<file path="config.mk">
export PLATFORM = sky130hd
export DESIGN_NAME = osi_option_symbol_parser
export DESIGN_NICKNAME = d
export VERILOG_FILES = /design/src/osp_pkg.sv /design/src/osp_char_step.sv /design/src/osp_out_reg.sv /design/src/osi_option_symbol_parser.sv
export SDC_FILE = /design/constraint.sdc
export NUM_CORES = 1
export LEC_CHECK = 0
export BUFFER_PORTS_ARGS = -buffer_cell sky130_fd_sc_hd__buf_2
export CORE_MARGIN = 3
export CORE_UTILIZATION = 50
export CTS_BUF_LIST = sky130_fd_sc_hd__clkbuf_4 sky130_fd_sc_hd__clkbuf_8 sky130_fd_sc_hd__clkbuf_16
export CTS_CLUSTER_SIZE = 14
export DETAILED_ROUTE_END_ITERATION = 12
export PLACE_DENSITY = 0.81
export SYNTH_ARGS = -nofsm -noshare
export SYNTH_HDL_FRONTEND = slang
export SYNTH_SLANG_ARGS = --single-unit
</file>
<file path="constraint.sdc">
create_clock -name i_clk -period 6.15 [get_ports i_clk]
set_input_delay 1.23 -clock i_clk [delete_from_list [all_inputs] [get_ports i_clk]]
set_output_delay 1.23 -clock i_clk [all_outputs]
set_load 0.01 [all_outputs]
</file>
<file path="src/osp_pkg.sv">
// Shared types, constants and character classes for the option symbol parser.
package osp_pkg;

    // Symbol layout, by character position
    localparam logic [7:0] SymLen     = 8'd21;
    localparam logic [7:0] RootW      = 8'd6;
    localparam logic [7:0] MonthHiPos = 8'd8;
    localparam logic [7:0] MonthLoPos = 8'd9;
    localparam logic [7:0] TypePos    = 8'd12;
    localparam logic [7:0] PosMax     = 8'd255;

    // Character codes
    localparam logic [7:0] CharZero = 8'd48;
    localparam logic [7:0] CharCall = 8'd67;
    localparam logic [7:0] CharPut  = 8'd80;
    localparam logic [11:0] YearBase = 12'd2000;

    // Per-line parse state
    typedef struct packed {
        logic [7:0]  position;
        logic        still_ok;
        logic [47:0] root_store;
        logic [2:0]  root_count;
        logic        in_padding;
        logic [6:0]  year_digits;
        logic [3:0]  month_value;
        logic [6:0]  day_value;
        logic        put_flag;
        logic [26:0] strike_acc;
    } t_parse_state;

    localparam t_parse_state StateReset = '{
        position:    8'd0,
        still_ok:    1'b1,
        root_store:  48'd0,
        root_count:  3'd0,
        in_padding:  1'b0,
        year_digits: 7'd0,
        month_value: 4'd0,
        day_value:   7'd0,
        put_flag:    1'b0,
        strike_acc:  27'd0
    };

    // One result beat
    typedef struct packed {
        logic        valid_res;
        logic [47:0] root_chars;
        logic [2:0]  root_len;
        logic [11:0] year;
        logic [3:0]  month;
        logic [6:0]  day;
        logic        is_put;
        logic [26:0] strike_milli;
        logic [7:0]  line_length;
    } t_result;

    function automatic logic is_cap(input logic [7:0] c);
        return (c >= 8'd65) && (c <= 8'd90);
    endfunction

    function automatic logic is_ws(input logic [7:0] c);
        return ((c >= 8'd9) && (c <= 8'd13)) || (c == 8'd32);
    endfunction

    function automatic logic is_dig(input logic [7:0] c);
        return (c >= 8'd48) && (c <= 8'd57);
    endfunction

endpackage

</file>
<file path="src/osp_char_step.sv">
// Next parse state and end-of-line result for one character.
module osp_char_step import osp_pkg::*; (
    input  t_parse_state i_cur,
    input  logic [7:0]   i_char_code,
    input  logic         i_end_of_line,
    output t_parse_state o_next,
    output t_result      o_res
);

    logic [7:0]   w_d;
    logic [3:0]   w_d4;
    logic [10:0]  w_year_sum;
    logic [7:0]   w_month_sum;
    logic [10:0]  w_day_sum;
    logic [30:0]  w_strike_sum;
    logic [7:0]   w_pos_next;
    t_parse_state w_upd;
    logic         w_ok;

    assign w_d  = i_char_code - CharZero;
    assign w_d4 = w_d[3:0];

    // Multiply-by-ten accumulates as shift-and-add
    assign w_year_sum   = ({4'd0, i_cur.year_digits} << 3) + ({4'd0, i_cur.year_digits} << 1)
                        + {7'd0, w_d4};
    assign w_month_sum  = ({4'd0, i_cur.month_value} << 3) + ({4'd0, i_cur.month_value} << 1)
                        + {4'd0, w_d4};
    assign w_day_sum    = ({4'd0, i_cur.day_value} << 3) + ({4'd0, i_cur.day_value} << 1)
                        + {7'd0, w_d4};
    assign w_strike_sum = ({4'd0, i_cur.strike_acc} << 3) + ({4'd0, i_cur.strike_acc} << 1)
                        + {27'd0, w_d4};

    assign w_pos_next = (i_cur.position < PosMax) ? i_cur.position + 8'd1 : i_cur.position;

    // Check the character against its position and fold it into the fields
    always_comb begin
        w_upd = i_cur;
        w_upd.position = w_pos_next;
        if (i_cur.position >= SymLen) begin
            w_upd.still_ok = 1'b0;
        end else if (i_cur.position < RootW) begin
            w_upd.root_store = {i_cur.root_store[39:0], i_char_code};
            if (i_cur.position == 8'd0) begin
                if (is_cap(i_char_code)) w_upd.root_count = 3'd1;
                else                     w_upd.still_ok = 1'b0;
            end else if (i_cur.in_padding) begin
                if (!is_ws(i_char_code)) w_upd.still_ok = 1'b0;
            end else if (is_cap(i_char_code)) begin
                w_upd.root_count = i_cur.root_count + 3'd1;
            end else if (is_ws(i_char_code)) begin
                w_upd.in_padding = 1'b1;
            end else begin
                w_upd.still_ok = 1'b0;
            end
        end else if (i_cur.position == TypePos) begin
            if (i_char_code == CharCall)     w_upd.put_flag = 1'b0;
            else if (i_char_code == CharPut) w_upd.put_flag = 1'b1;
            else                             w_upd.still_ok = 1'b0;
        end else if (!is_dig(i_char_code)) begin
            w_upd.still_ok = 1'b0;
        end else if (i_cur.position < MonthHiPos) begin
            w_upd.year_digits = w_year_sum[6:0];
        end else if (i_cur.position == MonthHiPos) begin
            if (w_d4 > 4'd1) w_upd.still_ok = 1'b0;
            w_upd.month_value = {3'd0, w_d4[0]};
        end else if (i_cur.position == MonthLoPos) begin
            if (i_cur.month_value == 4'd0) begin
                if (w_d4 == 4'd0) w_upd.still_ok = 1'b0;
            end else if (w_d4 > 4'd2) begin
                w_upd.still_ok = 1'b0;
            end
            w_upd.month_value = w_month_sum[3:0];
        end else if (i_cur.position < TypePos) begin
            w_upd.day_value = w_day_sum[6:0];
        end else begin
            w_upd.strike_acc = w_strike_sum[26:0];
        end
    end

    assign w_ok = w_upd.still_ok && (w_upd.position == SymLen);

    // Build the result; zero every field but the count on a bad line
    always_comb begin
        o_res = '0;
        if (w_ok) begin
            o_res.valid_res    = 1'b1;
            o_res.root_chars   = w_upd.root_store;
            o_res.root_len     = w_upd.root_count;
            o_res.year         = YearBase + {5'd0, w_upd.year_digits};
            o_res.month        = w_upd.month_value;
            o_res.day          = w_upd.day_value;
            o_res.is_put       = w_upd.put_flag;
            o_res.strike_milli = w_upd.strike_acc;
        end
        o_res.line_length = w_upd.position;
    end

    // Start a fresh line after the marked character
    assign o_next = i_end_of_line ? StateReset : w_upd;

endmodule

</file>
<file path="src/osp_out_reg.sv">
// Result register with valid flag between the parser and the output channel.
module osp_out_reg import osp_pkg::*; (
    input  logic    i_clk,
    input  logic    i_rst_n,
    input  logic    i_load,
    input  t_result i_res,
    input  logic    i_ready,
    output logic    o_free,
    output logic    o_valid,
    output t_result o_res
);

    logic    r_valid;
    t_result r_res;

    // Slot is free when empty or being drained this cycle
    assign o_free = !r_valid || i_ready;

    // Hold valid until taken; load a new beat into a free slot
    always_ff @(posedge i_clk) begin
        if (!i_rst_n) begin
            r_valid <= 1'b0;
        end else if (i_load) begin
            r_valid <= 1'b1;
        end else if (i_ready) begin
            r_valid <= 1'b0;
        end
    end

    always_ff @(posedge i_clk) begin
        if (i_load) begin
            r_res <= i_res;
        end
    end

    assign o_valid = r_valid;
    assign o_res   = r_res;

endmodule

</file>
<file path="src/osi_option_symbol_parser.sv">
// Option symbol parser: one character per beat, one result beat per line.
// The result of a line is registered and on the output the cycle after its last character is accepted.
// Throughput: one character per cycle, set by the single per-character update.
// A full result register stalls input only while its beat is not taken.
// Reset (synchronous, active low) clears the line state and empties the result register.
module osi_option_symbol_parser import osp_pkg::*; (
    input  logic        i_clk,
    input  logic        i_rst_n,
    input  logic        i_valid,
    output logic        o_ready,
    input  logic [7:0]  i_char_code,
    input  logic        i_end_of_line,
    output logic        o_valid,
    input  logic        i_ready,
    output logic        o_valid_res,
    output logic [47:0] o_root_chars,
    output logic [2:0]  o_root_len,
    output logic [11:0] o_year,
    output logic [3:0]  o_month,
    output logic [6:0]  o_day,
    output logic        o_is_put,
    output logic [26:0] o_strike_milli,
    output logic [7:0]  o_line_length
);

    t_parse_state r_state;
    t_parse_state n_state;
    t_result      w_res;
    t_result      w_out;
    logic         w_free;
    logic         w_accept;

    assign o_ready  = w_free;
    assign w_accept = i_valid && w_free;

    osp_char_step u_step (
        .i_cur         (r_state),
        .i_char_code   (i_char_code),
        .i_end_of_line (i_end_of_line),
        .o_next        (n_state),
        .o_res         (w_res)
    );

    // Advance the line state on each accepted beat
    always_ff @(posedge i_clk) begin
        if (!i_rst_n) begin
            r_state <= StateReset;
        end else if (w_accept) begin
            r_state <= n_state;
        end
    end

    osp_out_reg u_out (
        .i_clk   (i_clk),
        .i_rst_n (i_rst_n),
        .i_load  (w_accept && i_end_of_line),
        .i_res   (w_res),
        .i_ready (i_ready),
        .o_free  (w_free),
        .o_valid (o_valid),
        .o_res   (w_out)
    );

    assign o_valid_res    = w_out.valid_res;
    assign o_root_chars   = w_out.root_chars;
    assign o_root_len     = w_out.root_len;
    assign o_year         = w_out.year;
    assign o_month        = w_out.month;
    assign o_day          = w_out.day;
    assign o_is_put       = w_out.is_put;
    assign o_strike_milli = w_out.strike_milli;
    assign o_line_length  = w_out.line_length;

`ifndef SYNTH
    // A good line is always exactly one symbol long
    a_valid_len: assert property (@(posedge i_clk) disable iff (!i_rst_n)
        o_valid && o_valid_res |-> o_line_length == SymLen)
        else $error("valid result with wrong line length");

    // A bad line carries only its count
    a_bad_zero: assert property (@(posedge i_clk) disable iff (!i_rst_n)
        o_valid && !o_valid_res |-> o_root_chars == 48'd0 && o_year == 12'd0
            && o_strike_milli == 27'd0 && o_root_len == 3'd0)
        else $error("invalid result with nonzero fields");

    // End of line yields a result beat and restarts the line
    a_eol_result: assert property (@(posedge i_clk) disable iff (!i_rst_n)
        i_valid && o_ready && i_end_of_line |=> o_valid && r_state.position == 8'd0)
        else $error("end of line did not produce a result or restart");
`endif

endmodule
</file>
Word-level counts from Yosys, hierarchy flattened
Index checks and enable logic that the tools add are counted.
{ "op_classes": {"magnitude_cmp": 13, "muxes": 51, "eq_ne": 9, "n_addsub": 12, "n_reduce_logical": 15} }
{ "op_table": {"columns": ["cell", "n"], "rows": [
  ["two-way mux 27 bit", 6],
  ["two-way mux 107 bit", 1],
  ["two-way mux 103 bit", 1],
  ["two-way mux 98 bit", 1],
  ["two-way mux 52 bit", 1],
  ["two-way mux 46 bit", 1],
  ["two-way mux 18 bit", 2],
  ["two-way mux 7 bit", 4],
  ["adder 27 bit", 1],
  ["adder 27 x 4 -> 27 bit", 1],
  ["two-way mux 1 bit", 26],
  ["equality test 8 x 4 -> 1 bit, second input constant", 3],
  ["equality test 8 x 7 -> 1 bit, second input constant", 2],
  ["< comparator 8 x 4 -> 1 bit, second input constant", 2],
  ["adder 7 x 4 -> 7 bit", 2],
  ["adder 7 bit", 2],
  ["adder 11 x 7 -> 12 bit, first input constant", 1],
  ["two-way mux 4 bit", 3],
  ["two-way mux 11 bit", 1],
  ["two-way mux 3 bit", 3],
  ["adder 4 bit", 2],
  ["adder 8 x 1 -> 8 bit, second input constant", 1],
  ["equality test 8 x 5 -> 1 bit, second input constant", 1],
  ["equality test 8 x 6 -> 1 bit, second input constant", 1],
  ["other kinds (22)", 31]
]} }
{ "word_totals": {"elab_cells": 120, "inputBits": 13, "reg_bits": 219, "out_inout_bits": 113} }

Logic depth before layout (Yosys ltp)
Gate-level depths: netlist of run 1.
{ "logic_depth": {"word_depth": 13, "mapped_depth": 14, "mapped_depth_nobuf": 13} }

By module
A second synthesis of run 1 with hierarchy kept.
{ "unflattened": {"cells_unflattened": 1332, "area_unflattened_um2": 12298.0} }
{ "by_module_without_submodules": {"columns": ["module", "area_per_inst_um2", "cells_per_inst", "instances", "seq_area_each_um2"], "rows": [
  ["osp_char_step", 4742.0, 727, 1, 0.0],
  ["osi_option_symbol_parser", 4174.0, 490, 1, 2142.1],
  ["osp_out_reg", 3382.0, 115, 1, 3353.2]
]} }

Worst setup path before layout of run 1
OpenSTA, ideal clock, no wires.
{ "synth_timing": {"path_type": "input -> register", "from": "in i_ready", "to": "reg u_out.r_res (netlist bit u_out.o_res[0]) (enable)", "n_path_buf": 1, "stages": 5, "t_arrival_ns": 4.056, "required_time_ns": 5.688, "setup_time_ns": 0.462, "setup_slack_ns": 1.631, "cell_sequence": "nand2b_1 and2_1 clkbuf_1 nand2_1 inv_1"} }
{ "synth_via": {"elab_chain_cells": 3} }
{ "synth_rtl": {"columns": ["item", "line", "rtl"], "rows": [
  ["start, declared", "osi_option_symbol_parser.sv:14", "input logic i_ready,"],
  ["logical OR 1 bit", "osp_out_reg.sv:17", "assign o_free = !r_valid || i_ready;"],
  ["logical AND 1 bit", "osi_option_symbol_parser.sv:34", "assign w_accept = i_valid && w_free;"],
  ["logical AND 1 bit", "osi_option_symbol_parser.sv:56", ".i_load (w_accept && i_end_of_line),"],
  ["via u_out.i_load", "osp_out_reg.sv:5", "input logic i_load,"],
  ["end signal, assigned", "osp_out_reg.sv:32", "r_res <= i_res;"],
  ["end, declared", "osp_out_reg.sv:14", "t_result r_res;"]
]} }
The timed path passes the listed nets, and every way through them passes these cells.
A chain may end at the register's enable or synchronous reset.

Worst setup path in the final report of run 1
{ "layout_timing": {"from": "in i_char_code[3]", "to": "reg u_out.r_res (netlist bit u_out.o_res[26]), data pin"} }
{ "layout_via": {"elab_chain_cells": 12, "word_cells_on_any_way": 45, "cone_classes": "2 x add/sub; 8 x order compare; 3 x eq/ne; 26 x mux; 6 x reduce/logical"} }
{ "layout_rtl": {"columns": ["item", "line", "rtl"], "rows": [
  ["start, declared", "osi_option_symbol_parser.sv:11", "input logic [7:0] i_char_code,"],
  ["branches (longest 12 deep; another with adder 27 x 4 -> 27 bit)", null, null]
]} }
Several ways; the timed one is not identified. The select of a mux whose other input is x is not followed.

==> metrics, run 1 <==
Synth area leader edfxtp_1; CP max stage cell fa_1; Die Ht 160 um; final worst setup slack 1.81 ns; # setup viols final 0; status complete, no violations; crit path DAT 4.57 ns; largest net degree at the start of global routing 69; ys flop type edfxtp_1; RSZ-0062 raised after global routing false; drt pass-1 iters 5; Buf/Inv on CP 3; gpl congestion 0.899; # IOs 126; CP delay by family, top compound AO/OA/AOI/OAI gates; critical path type in2reg; Avg WL per Cell 17.7 um; Slew @ Worst Pin 1.14 ns; Post-Syn Nets 1286; filler instances 1911; share of layout cells above drive strength 1 20.5%; top post-synthesis cells by count 193 x nand2_1, 109 x edfxtp_1, 108 x dfxtp_1, 86 x nor2b_1, 80 x a22oi_1; Area Overhead vs Synth 13.1%; Max Cap Viol 0; PnR Total Power 3.14 mW; setup TNS 0 ns; top-count cell post-synth nand2_1; vias in the first global route 9250; top cells by area, synth edfxtp_1 28%, dfxtp_1 18%, ha_1 8.0%; die area 25500 sq um; VDD IR max 184 uV; Max H-tree Level 1; Port Buffers 125; CTS clk-pin slew, worst paths 0.07 ns; yosys warns 0; Startpoint Class primary input; GR Overflow Total 0; RR Endpoint u_out.o_res[12]$_SDFFCE_PN0P_; Leakage 4.97 nW; Clock Sinks 217; Layout Nets 1374; initial antenna violation count 0; critical path's largest stage delay 0.55 ns; critical path peak fanout 14; Slew Limit Fails 0; # resized after CTS 0; met3 wire length 1.59 mm; Worst Skew 0.0119 ns; Total Routing Usage GR 21.7%; total wire length 28.4 mm; crit path from i_char_code[3]; CTS root buf clkbuf_16; CP dominant cell by count a31oi_1; die width 160 um; CTS max path bufs 3; CTS tree done; Synth top area share 27.7%; Hold Path Class reg2reg; worst slack at placement 1.36 ns; ys async rst share 0%; r2r startpoint r_state[104]$_SDFFE_PN0P_; Critical Path Sink Type flop; Storage cell area 5440 sq um; remaining routing DRC violations 0; Post-CTS Setup Inserts 0; FP Rows 55; Clk Latency, worst-skew pair 0.51 ns; placed instance area 12600 sq um; first-pass GRT wire length 46.7 mm; Post-synth EDFFs 109; Yosys cell types 66; via density per instance 5.80; Seq/Total Area, Yosys 46.1%; Period minus WS final 4.34 ns; ant diodes 0; CP Cell Sequence buf_2, inv_1, fa_1, inv_1, fa_1, a211oi_1, o21ai_0, a31oi_1, o21bai_1, a31oi_1, nand2_1, nand3_1, a31oi_1; Fin. Hold Viols 0; r2r worst-path depth 9; Core Box Area 22900 sq um; hpwl dp 18.7 mm; Slew HR 23.8%; Multi-input gate area 5910 sq um; Mapped Cells 1192; final instance area 13400 sq um; Critical Path End u_out.o_res[26]$_SDFFCE_PN0P_; via count 9337; fmax 0.230 GHz; Netlist Area Pre-Place 11800 sq um; Synth Register Bits 217; Crit path depth 13; R2R Setup Slk 2.43 ns; post-route ant nets 0; Worst Path Required 6.38 ns; metal1 wirelength 12.4 mm; final worst-path cycle share 70.5%; PD cells 235 nW/um^2; hold buffers post-CTS 0; Num CTS Buffers 23; Mean Syn Cell Area 9.90 sq um; top layer in use met4; met2 routed WL 13.9 mm; DRT iter0 DRCs 710; Initial Util 51.5%
-- how the worst min path moves through the flow --
stage,startpoint,endpoint,slack [ns],depth (start not counted)
after global placement,r_state[98]$_SDFFE_PN1P_,r_state[98]$_SDFFE_PN1P_,0.43,1
after global routing,r_state[98]$_SDFFE_PN1P_,r_state[98]$_SDFFE_PN1P_,0.48,1
after CTS,r_state[98]$_SDFFE_PN1P_,r_state[98]$_SDFFE_PN1P_,0.47,1
after detailed placement,r_state[98]$_SDFFE_PN1P_,r_state[98]$_SDFFE_PN1P_,0.46,1
final,r_state[24]$_SDFFE_PN0P_,r_state[24]$_SDFFE_PN0P_,0.47,2
after floorplan,r_state[98]$_SDFFE_PN1P_,r_state[98]$_SDFFE_PN1P_,0.43,1
-- state kept, by name (all words and copies together) (netlist names) --
signal	cells
r_state	107
u_out.o_res	109
u_out.o_valid	1
-- tightest hold or removal path: stages (launching register included) --
cell and delay, ns:
dfxtp_1 0.33, nand2_1 0.05, o21ai_0 0.06
-- per-stage QoR --
stage               utilization (%)  cells  hold WS (ns)
floorplan                         -   1192         0.426
global placement               54.9   1568         0.435
detailed placement             54.9   1568         0.463
CTS                            58.3   1610         0.474
global route                   58.3   1610         0.484
finish                         58.3   1610         0.474
-- routing by layer --
| metal | GRT usage (%) | up-vias |
|---|---|---|
| li1 | - | 4454 |
| met1 | 28.6 | 4526 |
| met2 | 37.7 | 310 |
| met3 | 3.06 | 47 |
| met4 | 5.41 | 0 |
| met5 | 0 | - |
-- cell families (layout without fill, tap and decap cells) --
group | count (synthesis) | in the layout | share of synthesized area [%]
mux | 12 | 12 | 1.02
buf+inv | 108 | 213 | 4.20
fa+ha+maj | 81 | 81 | 8.97
simple gates | 422 | 422 | 17.8
xor+xnor | 38 | 38 | 2.82
flops | 217 | 217 | 46.1
compound gates | 314 | 314 | 19.2
-- where the power goes --
group / internal [mW] / total (mW) / leakage (nW) / switching [mW]
logic: 0.0496 / 0.159 / 2.70 / 0.109
clock network: 0.853 / 1.41 / 0.392 / 0.561
registers: 1.55 / 1.56 / 1.88 / 0.0151
-- final cells by class --
type | instances | share of cell area [%]
Multi-Input combinational cell | 867 | 44.2
Tap cell | 313 | 2.93
Clock buffer | 34 | 5.12
Clock inverter | 8 | 0.684
Timing Repair Buffer | 137 | 5.36
Sequential cell | 217 | 40.7
Inverter | 34 | 0.974
-- layout by cell type (no fill, tap or decap), types with 15 or more instances in the layout --
| master | synthesis | final |
|---|---|---|
| nand2_1 | 193 | 193 |
| buf_2 | 6 | 125 |
| edfxtp_1 | 109 | 109 |
| dfxtp_1 | 108 | 108 |
| nor2b_1 | 86 | 86 |
| a22oi_1 | 80 | 80 |
| ha_1 | 75 | 75 |
| a21oi_2 | 73 | 73 |
| a21oi_1 | 47 | 46 |
| nor2_1 | 46 | 45 |
| o21ai_0 | 37 | 36 |
| inv_1 | 34 | 33 |
| xnor2_1 | 26 | 26 |
| clkbuf_16 | 0 | 23 |
| nand3_1 | 15 | 15 |
| nor3_1 | 15 | 15 |
| a21o_1 | 15 | 15 |
Power figures use the tool's default switching activity.
==> run 2: changes to the inputs <==
--- a/config.mk
+++ b/config.mk
@@ -5,13 +5,14 @@
 export SDC_FILE = /design/constraint.sdc
 export NUM_CORES = 1
 export LEC_CHECK = 0
+export ABC_AREA = 1
 export BUFFER_PORTS_ARGS = -buffer_cell sky130_fd_sc_hd__buf_2
 export CORE_MARGIN = 3
 export CORE_UTILIZATION = 50
 export CTS_BUF_LIST = sky130_fd_sc_hd__clkbuf_4 sky130_fd_sc_hd__clkbuf_8 sky130_fd_sc_hd__clkbuf_16
 export CTS_CLUSTER_SIZE = 14
 export DETAILED_ROUTE_END_ITERATION = 12
-export PLACE_DENSITY = 0.81
+export PLACE_DENSITY = 0.8
 export SYNTH_ARGS = -nofsm -noshare
 export SYNTH_HDL_FRONTEND = slang
 export SYNTH_SLANG_ARGS = --single-unit
==> constraint.sdc (replaced) <==
create_clock -name i_clk -period 4.5 [get_ports i_clk]
set_input_delay 0.9 -clock i_clk [delete_from_list [all_inputs] [get_ports i_clk]]
set_output_delay 0.9 -clock i_clk [all_outputs]
set_load 0.01 [all_outputs]
==> run 2 against run 1 <==
Compared with the run above:
- cell count increased by 34%
- core utilization grew 0.065 points
- critical endpoint is now u_out.o_res[32]$_SDFFCE_PN0P_
- critical path type unchanged
- non-clock buffer count increased by 1
- largest power group unchanged
==> metrics, run 2 <==
first-pass GRT wire length 50.8 mm (+8.6%); Post-synth EDFFs 109 (unchanged); Fin. Hold Viols 0 (unchanged); Max H-tree Level 1 (unchanged); crit path DAT 3.39 ns (-1.18 ns); share of layout cells above drive strength 1 13.6% (-6.9 points); status complete, no violations; drt pass-1 iters 5 (unchanged); # IOs 126 (unchanged); Netlist Area Pre-Place 12800 sq um (+8.3%); Total Routing Usage GR 21.8% (+0.11 points); WHS 0.467 ns (-0.00728 ns); FP Rows 57 (+3.6%); Worst Path Required 4.77 ns (-1.61 ns); top post-synthesis cells by count 466 x nand2_1, 304 x inv_1, 169 x nor2_1, 109 x edfxtp_1, 108 x dfxtp_1; Synth area leader edfxtp_1; Period minus WS final 3.11 ns; Initial Util 51.6% (+0.14 points); Yosys cell types 37 (-44%); Slew Limit Fails 0 (unchanged); Seq/Total Area, Yosys 42.5% (-3.5 points); GR Overflow Total 0 (unchanged); yosys warns 0 (unchanged); PD cells 305 nW/um^2 (+30%); Post-Syn Nets 1802 (+40%); top cells by area, synth edfxtp_1 26%, dfxtp_1 17%, nand2_1 14%; Avg WL per Cell 14.4 um (-19%); fmax 0.321 GHz; Clk Latency, worst-skew pair 0.53 ns (+0.02 ns); Area Overhead vs Synth 13.0%; vias in the first global route 10500 (+14%); Synth Register Bits 217 (unchanged); top-count cell post-synth nand2_1; initial antenna violation count 0 (unchanged); Leakage 6.22 nW (+25%); die area 27500 sq um (+8.0%); Core Box Area 24700 sq um (+8.0%); CTS tree done; remaining routing DRC violations 0 (unchanged); ys flop type edfxtp_1; critical path type in2reg; DRT iter0 DRCs 769 (+8.3%); Max Cap Viol 0 (unchanged); max reg flops 109 (unchanged); post-route ant nets 0 (unchanged); Slew @ Worst Pin 0.972 ns (-0.167 ns); ant diodes 0 (unchanged); hpwl dp 21.7 mm (+16%); Worst Skew 0.0130 ns (+0.00112 ns); gpl congestion 0.915 (+1.7%); commonest non-fill, non-tap cell in the layout nand2_1; Critical Path Sink Type flop; Hold Path Class reg2reg; Multi-input gate area 5860 sq um (-0.85%); # setup viols final 0 (unchanged); total wire length 31.0 mm (+8.9%); Storage cell area 5440 sq um (unchanged); hold buffers post-CTS 0 (unchanged); CTS max path bufs 3 (unchanged); Slew HR 35.2% (+11 points); Post-CTS Setup Inserts 0 (unchanged); final instance area 14400 sq um (+8.1%); Num CTS Buffers 24 (+4.3%); # resized after CTS 0 (unchanged); CTS root buf clkbuf_16; CTS clk-pin slew, worst paths 0.06 ns (about the same); largest net degree at the start of global routing 98 (+42%); filler instances 2182 (+14%); VDD IR max 270 uV (+46%); ys async rst share 0% (unchanged); Mapped Cells 1708 (+43%); most frequent cells in the layout 465 x nand2_1, 304 x inv_1, 167 x nor2_1; Die Ht 166 um (+3.9%); Startpoint Class primary input; Synth top area share 25.6% (-2.1 points); Clock Sinks 217 (unchanged); die width 166 um (+3.9%); setup TNS 0 ns (unchanged); RSZ-0062 raised after global routing false; Layout Nets 1904 (+39%); via count 11100 (+19%); Port Buffers 125 (unchanged); placed instance area 13600 sq um (+8.1%); via density per instance 5.16 (-11%); Mean Syn Cell Area 7.48 sq um (-24%); final worst-path cycle share 69.2%; critical path peak fanout 8 (-6)
## run 2: per-layer routing
metal	vias to the layer above	GRT usage, %	part of all wire, %
li1	5602	-	-
met1	5110	29.4	45
met2	318	36.0	46
met3	76	2.69	5.3
met4	0	8.43	3.4
met5	-	0	0
## run 2: power by group
group / total [mW] / internal [mW] / leakage (nW) / switching [mW]
sequential: 2.13 / 2.11 / 1.90 / 0.0175
combinational: 0.225 / 0.0605 / 3.90 / 0.165
clock: 2.05 / 1.26 / 0.419 / 0.792
total: 4.41 / 3.43 / 6.22 / 0.974
## run 2: final timing paths
path	cells past startpoint	startpoint	to	slack (ns)
worst min register to register	2	r_state[26]$_SDFFE_PN0P_	r_state[26]$_SDFFE_PN0P_	0.47
worst max register to register	13	r_state[101]$_SDFFE_PN0P_	u_out.o_res[80]$_SDFFCE_PN0P_	1.74
worst max-delay path	15	i_char_code[3]	u_out.o_res[32]$_SDFFCE_PN0P_	1.39
worst min-delay path	2	r_state[26]$_SDFFE_PN0P_	r_state[26]$_SDFFE_PN0P_	0.47
## run 2: worst max-delay path, cell delays in order
cell     delay (ns)
buf_2          0.27
inv_1          0.14
fa_1           0.54
inv_1          0.07
fa_1           0.48
nand2_1        0.09
nand2_1        0.08
nand3_1        0.07
nand2_1        0.17
nand2_1        0.16
nand4_1        0.11
nand3_1        0.11
nand2_1        0.07
inv_1          0.07
nor2_2         0.04
## run 2: cell type report
class	count	area share, %
multi-input combinational	1118	40.6
timing repair buffer	138	5.10
clock inverter	10	0.953
inverter	311	8.09
sequential	217	37.6
clock buffer	34	4.84
tap	324	2.81
## run 2: metrics by stage
step	total power, mW	std cells	worst slack, ns	util (%)
3_3_place_gp	2.39	2108	0.921	55.0
4_1_cts	4.45	2152	1.46	58.3
5_1_grt	4.56	2152	1.26	58.3
3_5_place_dp	2.40	2108	0.900	55.0
6_report	4.41	2152	1.39	58.3
2_1_floorplan	2.30	1708	1.21	-
## run 2: logic make-up after synthesis
family,share of synthesized area (%)
AOI/OAI and AO/OA,9.37
xor gates and xnor gates,1.92
adders and majority gates,8.28
buffers and inverters,11.9
DFF,42.5
and+or+nand+nor,26.0
==> run 3: changes to the inputs <==
--- a/config.mk
+++ b/config.mk
@@ -12,7 +12,7 @@
 export CTS_BUF_LIST = sky130_fd_sc_hd__clkbuf_4 sky130_fd_sc_hd__clkbuf_8 sky130_fd_sc_hd__clkbuf_16
 export CTS_CLUSTER_SIZE = 14
 export DETAILED_ROUTE_END_ITERATION = 12
-export PLACE_DENSITY = 0.8
+export PLACE_DENSITY = 0.83
 export SYNTH_ARGS = -nofsm -noshare
 export SYNTH_HDL_FRONTEND = slang
 export SYNTH_SLANG_ARGS = --single-unit
==> constraint.sdc (replaced) <==
create_clock -name i_clk -period 2.6 [get_ports i_clk]
set_input_delay 0.52 -clock i_clk [delete_from_list [all_inputs] [get_ports i_clk]]
set_output_delay 0.52 -clock i_clk [all_outputs]
set_load 0.01 [all_outputs]
==> run 3 against run 2 <==
Compared with the run above:
- via count rose by 1.1%
- first-iteration DRC count rose by 34%
- count of clock-buffer cells in the layout fell by 4
- total power rose by 75%
- global-route usage rose by 0.76 points
==> metrics, run 3 (synthesis gave the netlist of run 2 again) <==
status complete, no violations; drt pass-1 iters 5 (unchanged); hpwl dp 22.6 mm (+4.6%); via density per instance 5.13 (-0.66%); max reg flops 109 (unchanged); final worst-path cycle share 95.9%; Port Buffers 125 (unchanged); M1 GR Usage 30.4% (+0.95 points); # IOs 126 (unchanged); vias in the first global route 10900 (+3.5%); commonest non-fill, non-tap cell in the layout nand2_1; Slew HR 43.6% (+8.5 points); worst slack at placement -0.341 ns (-1.24 ns); largest net degree at the start of global routing 98 (unchanged); DRT iter0 DRCs 1027 (+34%); CTS root buf clkbuf_16; hold buffers post-CTS 0 (unchanged); Core Box Area 24700 sq um (unchanged); Layout Nets 1942 (+2.0%); Max H-tree Level 1 (unchanged); most frequent cells in the layout 459 x nand2_1, 303 x inv_1, 160 x nor2_1; clock power share 46.7% (+0.2 points); Startpoint Class flop; GR peak layer met2; VDD IR max 564 uV (+110%); share of layout cells above drive strength 1 16.7% (+3.2 points); Clock Sinks 217 (unchanged); Initial Util 51.6% (unchanged); Critical Path Sink Type flop; Num CTS Buffers 24 (unchanged); remaining routing DRC violations 0 (unchanged); met3 Use GR 3.76% (+1.1 points); sw frac 22.7% (+0.57 points); Slew @ Worst Pin 0.845 ns (-0.127 ns); Critical Path End u_out.o_res[53]$_SDFFCE_PN0P_; Worst Path Required 2.89 ns (-1.88 ns); total wire length 31.9 mm (+2.9%); Area Overhead vs Synth 16.9%; critical path peak fanout 3 (-5); r2r worst-path depth 11 (-2); Max Cap Viol 0 (unchanged); Fin. Hold Viols 0 (unchanged); Seq pwr share 47.8% (-0.5 points); GR Util met2 37.2% (+1.2 points); Slew Limit Fails 0 (unchanged); PD cells 516 nW/um^2 (+69%); # setup viols final 0 (unchanged); Leakage 6.47 nW (+4.1%); Worst Skew 0.0141 ns (+0.00115 ns); final worst setup slack 0.106 ns (-1.28 ns); via count 11200 (+1.1%); CTS tree done; die area 27500 sq um (unchanged); initial antenna violation count 1 (+1); Hold Path Class in2reg; GR Overflow Total 0 (unchanged); FP Rows 57 (unchanged); Die Ht 166 um (unchanged); critical path type reg2reg; first-pass GRT wire length 52.8 mm (+4.0%); Avg WL per Cell 14.5 um (+1.1%); # resized after CTS 0 (unchanged); Period minus WS final 2.49 ns; Int Power 5.96 mW (+74%); fmax 0.401 GHz; crit path from r_state[41]$_SDFFE_PN0P_; Clk Latency, worst-skew pair 0.53 ns (about the same); gpl congestion 0.906 (-0.98%); setup TNS 0 ns (unchanged); CTS max path bufs 3 (unchanged); sw power 1.75 mW (+79%); R2R Setup Slk 0.11 ns (-1.63 ns); Total Routing Usage GR 22.6% (+0.76 points); CTS clk-pin slew, worst paths 0.06 ns (about the same); r2r startpoint r_state[41]$_SDFFE_PN0P_; post-route ant nets 0 (unchanged); Post-CTS Setup Inserts 0 (unchanged); RR Endpoint u_out.o_res[53]$_SDFFCE_PN0P_; crit path DAT 2.78 ns (-0.61 ns); die width 166 um (unchanged); Combinational Power Share 5.5% (+0.4 points)
## run 3: layout make-up
cell class,count,area (sq um)
clock buffers,30,688
clock inverters,14,161
repair buffers,176,1100
multi-input cells,1118,5960
fillers,2108,9810
diodes,1,2.50
well taps,324,405
flip-flops and latches,217,5440
inverters,311,1180
## run 3: how the worst min path moves through the flow
stage,start,endpoint,slack [ns],cells after the start
2_1_floorplan,r_state[27]$_SDFFE_PN0P_,r_state[27]$_SDFFE_PN0P_,0.45,2
3_5_place_dp,r_state[27]$_SDFFE_PN0P_,r_state[27]$_SDFFE_PN0P_,0.46,2
3_3_place_gp,r_state[38]$_SDFFE_PN0P_,r_state[38]$_SDFFE_PN0P_,0.45,2
4_1_cts,i_rst_n,u_out.o_valid$_SDFFE_PN0P_,0.24,3
6_report,i_rst_n,u_out.o_valid$_SDFFE_PN0P_,0.25,3
5_1_grt,i_rst_n,u_out.o_valid$_SDFFE_PN0P_,0.26,3
## run 3: worst max-delay path, cell delays in order (launching register included)
cell and delay [ns]:
dfxtp_1 0.38, fa_1 0.46, buf_4 0.16, ha_1 0.28
nand3_1 0.09, nand2_1 0.07, xor2_1 0.15, o21ai_2 0.15
ha_1 0.16, inv_1 0.04, ha_1 0.27, nor2_2 0.04
## run 3: stage by stage
stage | power, mW | area, sq um | hold WS [ns] | utilization, % | cells
6_report | 7.70 | 14900 | 0.249 | 60.4 | 2191
5_1_grt | 7.96 | 14900 | 0.261 | 60.4 | 2191
4_1_cts | 7.76 | 14900 | 0.241 | 60.0 | 2190
3_5_place_dp | 4.17 | 14000 | 0.458 | 56.6 | 2146
3_3_place_gp | 4.16 | 14000 | 0.451 | 56.6 | 2146
2_1_floorplan | 3.98 | 12800 | 0.445 | - | 1708
## run 3: routing by layer
layer	share of wire [%]	vias up	routed length, um
met1	44	5131	14100
met5	0	-	0
met2	46	351	14800
li1	-	5687	-
met3	6.4	64	2040
met4	3.1	0	988
## run 3: power groups by stage
stage               registers, mW  clock network [mW]  logic, mW
floorplan                    3.79                   0      0.199
global placement             3.75                   0      0.409
detailed placement           3.76                   0      0.418
CTS                          3.68                3.66      0.422
global route                 3.69                3.81      0.461
finish                       3.68                3.60      0.422
